===== src/design/rrq_pkg.sv =====
package rrq_pkg;

  localparam int DEPTH   = 8;
  localparam int ID_BITS = 8;

  // fixed field widths of the stream payload
  localparam int REQ_W    = 2;
  localparam int CTX_W    = 8;
  localparam int STATUS_W = 3;
  localparam int QLEN_W   = 4;

  localparam int SLOT_W = (DEPTH > 1) ? $clog2(DEPTH) : 1;
  localparam int CNT_W  = $clog2(DEPTH + 1);

  localparam logic [CTX_W-1:0] ID_MASK = CTX_W'((64'd1 << ID_BITS) - 64'd1);

  // request kinds
  localparam logic [REQ_W-1:0] REQ_REGISTER = 2'd0;
  localparam logic [REQ_W-1:0] REQ_SET_CUR  = 2'd1;
  localparam logic [REQ_W-1:0] REQ_YIELD    = 2'd2;

  // status codes
  localparam logic [STATUS_W-1:0] ST_DONE    = 3'd0;
  localparam logic [STATUS_W-1:0] ST_NULL    = 3'd1;
  localparam logic [STATUS_W-1:0] ST_FULL    = 3'd2;
  localparam logic [STATUS_W-1:0] ST_PRESENT = 3'd3;
  localparam logic [STATUS_W-1:0] ST_NOYIELD = 3'd4;

  typedef struct packed {
    logic [REQ_W-1:0] req_type;
    logic [CTX_W-1:0] ctx_id;
  } req_t;

  typedef struct packed {
    logic [STATUS_W-1:0] status;
    logic                switched;
    logic [CTX_W-1:0]    prev_id;
    logic [CTX_W-1:0]    cur_id;
    logic [QLEN_W-1:0]   queue_len;
  } result_t;

endpackage


===== src/design/rrq_in_stage.sv =====
module rrq_in_stage (
  input  logic          clk,
  input  logic          rst_n,
  input  logic          in_valid,
  output logic          in_ready,
  input  rrq_pkg::req_t in_req,
  input  logic          take,
  output logic          req_valid,
  output rrq_pkg::req_t req
);

  logic          valid_r;
  logic          valid_nxt;
  rrq_pkg::req_t req_r;

  assign in_ready  = !valid_r || take;
  assign valid_nxt = in_ready ? in_valid : valid_r;

  always_ff @(posedge clk) begin
    if (!rst_n) begin
      valid_r <= 1'b0;
    end else begin
      valid_r <= valid_nxt;
    end
  end

  always_ff @(posedge clk) begin
    if (in_ready && in_valid) begin
      req_r <= in_req;
    end
  end

  assign req_valid = valid_r;
  assign req       = req_r;

endmodule


===== src/design/rrq_core.sv =====
module rrq_core (
  input  logic             clk,
  input  logic             rst_n,
  input  logic             fire,
  input  rrq_pkg::req_t    req,
  output rrq_pkg::result_t result
);

  logic [rrq_pkg::CTX_W-1:0]  slot_r [rrq_pkg::DEPTH];
  logic [rrq_pkg::CNT_W-1:0]  count_r;
  logic [rrq_pkg::CNT_W-1:0]  count_nxt;
  logic [rrq_pkg::SLOT_W-1:0] cur_slot_r;
  logic [rrq_pkg::SLOT_W-1:0] cur_slot_nxt;
  logic                       cur_valid_r;
  logic                       cur_valid_nxt;
  logic [rrq_pkg::CTX_W-1:0]  cur_id_r;
  logic [rrq_pkg::CTX_W-1:0]  cur_id_nxt;

  logic [rrq_pkg::CTX_W-1:0]    id;
  logic [rrq_pkg::DEPTH-1:0]    hit;
  logic                         found;
  logic [rrq_pkg::SLOT_W-1:0]   hit_slot;
  logic                         full;
  logic [rrq_pkg::SLOT_W-1:0]   app_slot;
  logic [rrq_pkg::SLOT_W-1:0]   next_slot;
  logic                         append;
  logic [rrq_pkg::STATUS_W-1:0] status;
  logic                         switched;

  assign id       = req.ctx_id & rrq_pkg::ID_MASK;
  assign full     = (count_r == rrq_pkg::CNT_W'(rrq_pkg::DEPTH));
  assign app_slot = count_r[rrq_pkg::SLOT_W-1:0];

  // parallel compare over the filled slots
  always_comb begin
    hit_slot = '0;
    for (int i = 0; i < rrq_pkg::DEPTH; i++) begin
      hit[i] = (rrq_pkg::CNT_W'(i) < count_r) && (slot_r[i] == id);
      if (hit[i]) begin
        hit_slot = rrq_pkg::SLOT_W'(i);
      end
    end
  end
  assign found = |hit;

  // round-robin successor, wrapping after the last filled slot
  assign next_slot = (rrq_pkg::CNT_W'(cur_slot_r) == count_r - rrq_pkg::CNT_W'(1)) ?
                     '0 : cur_slot_r + rrq_pkg::SLOT_W'(1);

  always_comb begin
    status        = rrq_pkg::ST_DONE;
    switched      = 1'b0;
    append        = 1'b0;
    count_nxt     = count_r;
    cur_slot_nxt  = cur_slot_r;
    cur_valid_nxt = cur_valid_r;
    cur_id_nxt    = cur_id_r;
    case (req.req_type)
      rrq_pkg::REQ_REGISTER: begin
        if (id == '0) begin
          status = rrq_pkg::ST_NULL;
        end else if (full) begin
          status = rrq_pkg::ST_FULL;
        end else if (found) begin
          status = rrq_pkg::ST_PRESENT;
        end else begin
          append    = 1'b1;
          count_nxt = count_r + rrq_pkg::CNT_W'(1);
          if (!cur_valid_r) begin
            cur_valid_nxt = 1'b1;
            cur_slot_nxt  = app_slot;
            cur_id_nxt    = id;
          end
        end
      end
      rrq_pkg::REQ_SET_CUR: begin
        if (id == '0) begin
          status = rrq_pkg::ST_NULL;
        end else if (found) begin
          cur_valid_nxt = 1'b1;
          cur_slot_nxt  = hit_slot;
          cur_id_nxt    = id;
        end else if (!full) begin
          append        = 1'b1;
          count_nxt     = count_r + rrq_pkg::CNT_W'(1);
          cur_valid_nxt = 1'b1;
          cur_slot_nxt  = app_slot;
          cur_id_nxt    = id;
        end else begin
          status = rrq_pkg::ST_FULL;
        end
      end
      rrq_pkg::REQ_YIELD: begin
        // ids are distinct, so a valid successor always differs from current
        if (count_r <= rrq_pkg::CNT_W'(1) || !cur_valid_r) begin
          status = rrq_pkg::ST_NOYIELD;
        end else begin
          cur_slot_nxt = next_slot;
          cur_id_nxt   = slot_r[next_slot];
          switched     = 1'b1;
        end
      end
      default: begin
        // unused kind: no change
      end
    endcase
  end

  always_ff @(posedge clk) begin
    if (!rst_n) begin
      count_r     <= '0;
      cur_slot_r  <= '0;
      cur_valid_r <= 1'b0;
      cur_id_r    <= '0;
    end else if (fire) begin
      count_r     <= count_nxt;
      cur_slot_r  <= cur_slot_nxt;
      cur_valid_r <= cur_valid_nxt;
      cur_id_r    <= cur_id_nxt;
    end
  end

  always_ff @(posedge clk) begin
    for (int i = 0; i < rrq_pkg::DEPTH; i++) begin
      if (fire && append && app_slot == rrq_pkg::SLOT_W'(i)) begin
        slot_r[i] <= id;
      end
    end
  end

  assign result.status    = status;
  assign result.switched  = switched;
  assign result.prev_id   = cur_id_r;
  assign result.cur_id    = cur_id_nxt;
  assign result.queue_len = rrq_pkg::QLEN_W'(count_nxt);

endmodule


===== src/design/rrq_out_stage.sv =====
module rrq_out_stage (
  input  logic             clk,
  input  logic             rst_n,
  input  logic             fire,
  input  rrq_pkg::result_t result,
  input  logic             out_ready,
  output logic             can_load,
  output logic             out_valid,
  output rrq_pkg::result_t out_result
);

  logic             valid_r;
  logic             valid_nxt;
  rrq_pkg::result_t result_r;

  assign can_load  = !valid_r || out_ready;
  assign valid_nxt = fire ? 1'b1 : (out_ready ? 1'b0 : valid_r);

  always_ff @(posedge clk) begin
    if (!rst_n) begin
      valid_r <= 1'b0;
    end else begin
      valid_r <= valid_nxt;
    end
  end

  always_ff @(posedge clk) begin
    if (fire) begin
      result_r <= result;
    end
  end

  assign out_valid  = valid_r;
  assign out_result = result_r;

endmodule


===== src/design/round_robin_runqueue_unit.sv =====
// channel  | direction | payload                          | transaction when
// ---------+-----------+----------------------------------+---------------------------
// in_      | slave     | tuser req_type, tdata ctx_id     | in_tvalid && in_tready
// out_     | master    | tuser status/switched, tdata ids | out_tvalid && out_tready
//
// one request per cycle sustained while out_tready is high; a result is presented once its
// request has passed the input register, then the decision logic into the result register
// the parallel id compare and wrap increment sit between the two registers
// rst_n is synchronous, active low; it empties the queue and clears current
// a stalled output holds the result and the queued request, in_tready drops
// only when both registers are full and out_tready is low
module round_robin_runqueue_unit (
  input  logic        clk,
  input  logic        rst_n,
  input  logic        in_tvalid,
  output logic        in_tready,
  input  logic [7:0]  in_tdata,   // [7:0] ctx_id
  input  logic [1:0]  in_tuser,   // [1:0] req_type
  output logic        out_tvalid,
  input  logic        out_tready,
  output logic [23:0] out_tdata,  // [7:0] prev_id, [15:8] cur_id, [19:16] queue_len, rest 0
  output logic [3:0]  out_tuser   // [2:0] status, [3] switched
);

  rrq_pkg::req_t    in_req;
  rrq_pkg::req_t    req;
  rrq_pkg::result_t result;
  rrq_pkg::result_t out_result;
  logic             req_valid;
  logic             can_load;
  logic             fire;

  assign in_req.req_type = in_tuser;
  assign in_req.ctx_id   = in_tdata;

  // a queued request is decided when the result register can take it
  assign fire = req_valid && can_load;

  rrq_in_stage u_in (
    .clk       (clk),
    .rst_n     (rst_n),
    .in_valid  (in_tvalid),
    .in_ready  (in_tready),
    .in_req    (in_req),
    .take      (fire),
    .req_valid (req_valid),
    .req       (req)
  );

  // queue state and single-pass decision
  rrq_core u_core (
    .clk    (clk),
    .rst_n  (rst_n),
    .fire   (fire),
    .req    (req),
    .result (result)
  );

  rrq_out_stage u_out (
    .clk        (clk),
    .rst_n      (rst_n),
    .fire       (fire),
    .result     (result),
    .out_ready  (out_tready),
    .can_load   (can_load),
    .out_valid  (out_tvalid),
    .out_result (out_result)
  );

  // pack result fields, lowest field first
  assign out_tdata = {4'd0, out_result.queue_len, out_result.cur_id, out_result.prev_id};
  assign out_tuser = {out_result.switched, out_result.status};

endmodule

===== config.mk =====
export PLATFORM = sky130hd
export DESIGN_NAME = round_robin_runqueue_unit
export DESIGN_NICKNAME = d
export VERILOG_FILES = /design/src/design/rrq_pkg.sv /design/src/design/rrq_in_stage.sv /design/src/design/rrq_core.sv /design/src/design/rrq_out_stage.sv /design/src/design/round_robin_runqueue_unit.sv
export SDC_FILE = /design/constraint.sdc
export NUM_CORES = 1
export LEC_CHECK = 0
export ABC_AREA = 1
export BUFFER_PORTS_ARGS = -buffer_cell sky130_fd_sc_hd__buf_2
export CORE_UTILIZATION = 40
export CTS_BUF_LIST = sky130_fd_sc_hd__clkbuf_8
export DETAILED_ROUTE_END_ITERATION = 16
export PLACE_DENSITY = 0.56
export SLEW_MARGIN = 30
export SYNTH_ARGS = -nofsm -noshare
export SYNTH_HDL_FRONTEND = slang
export SYNTH_SLANG_ARGS = --single-unit

===== constraint.sdc =====
create_clock -name clk -period 2.4 [get_ports clk]
set_input_delay 0.48 -clock clk [delete_from_list [all_inputs] [get_ports clk]]
set_output_delay 0.48 -clock clk [all_outputs]
set_load 0.005 [all_outputs]

==> summary.md <==
| Metric | Value |
|---|---|
| Via count of the first global-routing pass | `5254` |
| Warnings, synthesis | `0` |
| Post-route ant nets | `0` |
| Sequential fraction of the synthesis area | `49.77%` |
| FILL cells | `1469` |
| Via count | `5861` |
| Fin crit share | `97.88%` |
| Most common cell after layout, fill and taps aside | `nand2_1` |
| H-Tree Depth | `4` |
| Status | `completed` |
| Row count | `46` |
| Post-Route Skew | `0.01817 ns` |
| CP startpoint kind | `flop` |
| TritonCTS clock tree | `yes` |
| Pre-CTS setup slack | `-0.09024 ns` |
| Hold_buf cts | `0` |
| Arr. time, crit path | `2.52 ns` |
| Final nets | `974` |
| Diode count | `0` |
| Total Die Area | `17110 um^2` |
| Normalized max-slew margin | `65.67%` |
| Ports | `44` |
| Vias/cell | `4.980` |
| Gr usage total | `22.70%` |
| Starting density of the core | `41.33%` |
| Grt total ovfl | `0` |
| Most common flop cell mapped by yosys | `edfxtp_1` |
| Mapped Area | `6636 um^2` |
| Final Hold Fails | `0` |
| Max Cap Viol | `0` |
| Worst ir drop on vdd | `0.0003723 V` |
| HP Class | `in -> reg` |
| Slew @ Worst Pin | `0.5144 ns` |
| Sink Count | `116` |
| Core ar. | `16060 um^2` |
| Min Tclk post-route | `2.349 ns` |
| Cell count after synthesis | `820` |
| Average wire per standard cell | `16.02 um` |
| RSZ-0062 raised after global routing | `yes` |
| Post-DP HPWL | `13380 um` |
| Crit Path Class | `reg -> reg` |
| Ys async rst share | `0%` |
| Area growth syn-to-layout | `29.39%` |
| Worst-Skew Late Latency | `0.47 ns` |
| Cts bufs inserted | `17` |
| Clock root buffer | `clkbuf_8` |
| CP required | `2.57 ns` |
| IO buf count | `39` |
| Number of synthesized register bits | `116` |
| Final GP Congestion | `0.8625` |
| Largest net degree at the start of global routing | `45` |
| Post-synth cell types | `39` |
| Final WL | `18860 um` |
| Initial antenna violation count | `0` |
| Layout cells sized above 1 | `28.20%` |
| Syn Area/Cell | `8.093 um^2` |
| First-pass GRT wire length | `28460 um` |
| Final Max Slew Viols | `0` |
| Power per cell area | `577.3 nW/um^2` |
| Worst setup slack after layout | `0.05085 ns` |
| Clock Path Buffers | `2` |
| Max Clk Rate | `0.4257 GHz` |
| Critical path capture point type | `flop` |
| CP Max Fanout | `8` |
| Clock edge transition at the registers on the reported setup and hold paths | `0.08 ns` |
| Die width | `130.8 um` |
| Die Y | `130.8 um` |
| Violation count after the first detailed-route iteration | `458` |
| Final setup violation count | `0` |
| Pleak | `3.937 nW` |
| DRC | `0` |
| Post-synth EDFFs | `98` |
| Commonest non-fill, non-tap cells in the layout | `nand2_1, edfxtp_1, inv_1` |
| Placed Cells | `1124` |
| Pre-antenna DRT Iters | `5` |
| Non-Filler Instances | `1177` |
==> logic make-up (layout without fill, tap and decap cells) <==
group	count (synthesis)	in the layout	synth area share, %
AND/OR/NAND/NOR	507	507	33.67
buffers and inverters	128	266	8.654
flip-flops	116	116	49.77
AO/OA/AOI/OAI	35	35	2.809
XOR/XNOR	21	21	2.771
adder cells (fa/ha/maj)	12	12	2.262
other	1	4	0.05651
==> state kept, by name, summed over array words and instances, names as in the netlist <==
register and cells:
u_core.slot_r 64, u_core.cur_slot_r 3, u_in.req 10, u_core.cur_id_r 8
u_core.cur_valid_r 1, u_in.req_valid 1, u_out.out_result 24, u_out.out_valid 1
u_core.count_r 4
==> worst max-delay path, cell delays in order, from the launching register on <==
cell and delay [ns]:
edfxtp_1 0.49, buf_12 0.20, xnor2_1 0.12, nand3_1 0.09, nor2_1 0.05, nand2_1 0.10
nand2_2 0.08, nor2_4 0.15, nand2_4 0.08, inv_4 0.05, nand2_2 0.05, inv_2 0.08
nand2_4 0.07, buf_12 0.14, nor2_1 0.12, buf_6 0.17
==> synth_stat cells (all sizes together) (2+ instances only) <==
cell type	instances	area share (%)
nand2	297	17
inv	99	5.7
edfxtp	98	44
nand3	95	7.5
nor2	72	4.5
buf	24	2.7
nand4	20	1.9
dfxtp	18	5.4
a21oi	16	1.3
o21ai	16	1.2
xnor2	16	2.1
ha	12	2.3
nor3	10	1.2
clkbuf	5	0.28
or2	5	0.47
xor2	5	0.66
nand3b	4	0.45
and3	2	0.19
==> worst paths after layout <==
check	from	end	slack, ns	cells after the start
setup / recovery	u_in.req[6]$_DFFE_PP_	u_core.slot_r[3][5]$_DFFE_PP_	0.05	15
hold / removal	in_tuser[1]	u_in.req[9]$_DFFE_PP_	0.19	1
setup reg to reg	u_in.req[6]$_DFFE_PP_	u_core.slot_r[3][5]$_DFFE_PP_	0.05	15
hold reg to reg	u_core.cur_id_r[5]$_SDFFE_PN0P_	u_out.out_result[17]$_DFFE_PP_	0.47	0
==> report_power, final <==
part	internal [mW]	switching [mW]	leakage, nW
registers	2.25	0.0433	1.05
logic	0.339	0.482	2.71
clock network	0.923	0.917	0.175
total	3.52	1.44	3.94
==> area by class of cell <==
class / instances / area [um^2] / area share [%]
multi-input cells: 579 / 3044 / 35.45
repair buffers: 135 / 1177 / 13.71
well taps: 216 / 270.3 / 3.147
clock buffers: 17 / 234.0 / 2.725
clock inverters: 15 / 156.4 / 1.821
flip-flops and latches: 116 / 3311 / 38.55
inverters: 99 / 394.1 / 4.590
==> timing repair <==
item | in CTS | in global routing
gates cloned | 0 | 8
setup endpoints to repair | 53 | 86
endpoints found under the hold margin | 0 | 0
pin swaps | 0 | 29
setup buffers | 0 | 13
gates resized for setup | 5 | 103
==> metal layers <==
metal  GRT usage (%)  wire length [um]  part of all wire [%]  up-vias
met5               0                 0                     0        -
li1                -                 -                     -     2912
met1           31.63              8873                    47     2750
met4           7.167               273                   1.4        0
met3           3.827              1011                   5.4       29
met2           35.92              8697                    46      170
==> metrics by stage <==
| step | utilization (%) | area [um^2] | hold WS [ns] | power, mW | setup TNS [ns] |
|---|---|---|---|---|---|
| floorplan | - | 6648 | 0.4312 | 2.749 | -5.709 |
| finish | 53.48 | 8587 | 0.1858 | 4.957 | 0 |
| detailed placement | 47.04 | 7553 | 0.4462 | 3.012 | -0.8671 |
| global placement | 47.04 | 7553 | 0.4498 | 3.011 | -1.001 |
| CTS | 49.54 | 7955 | 0.1585 | 4.844 | 0 |
| global route | 53.48 | 8587 | 0.1675 | 5.150 | -1.775 |
Note: power is estimated with default switching activity, not from simulation.
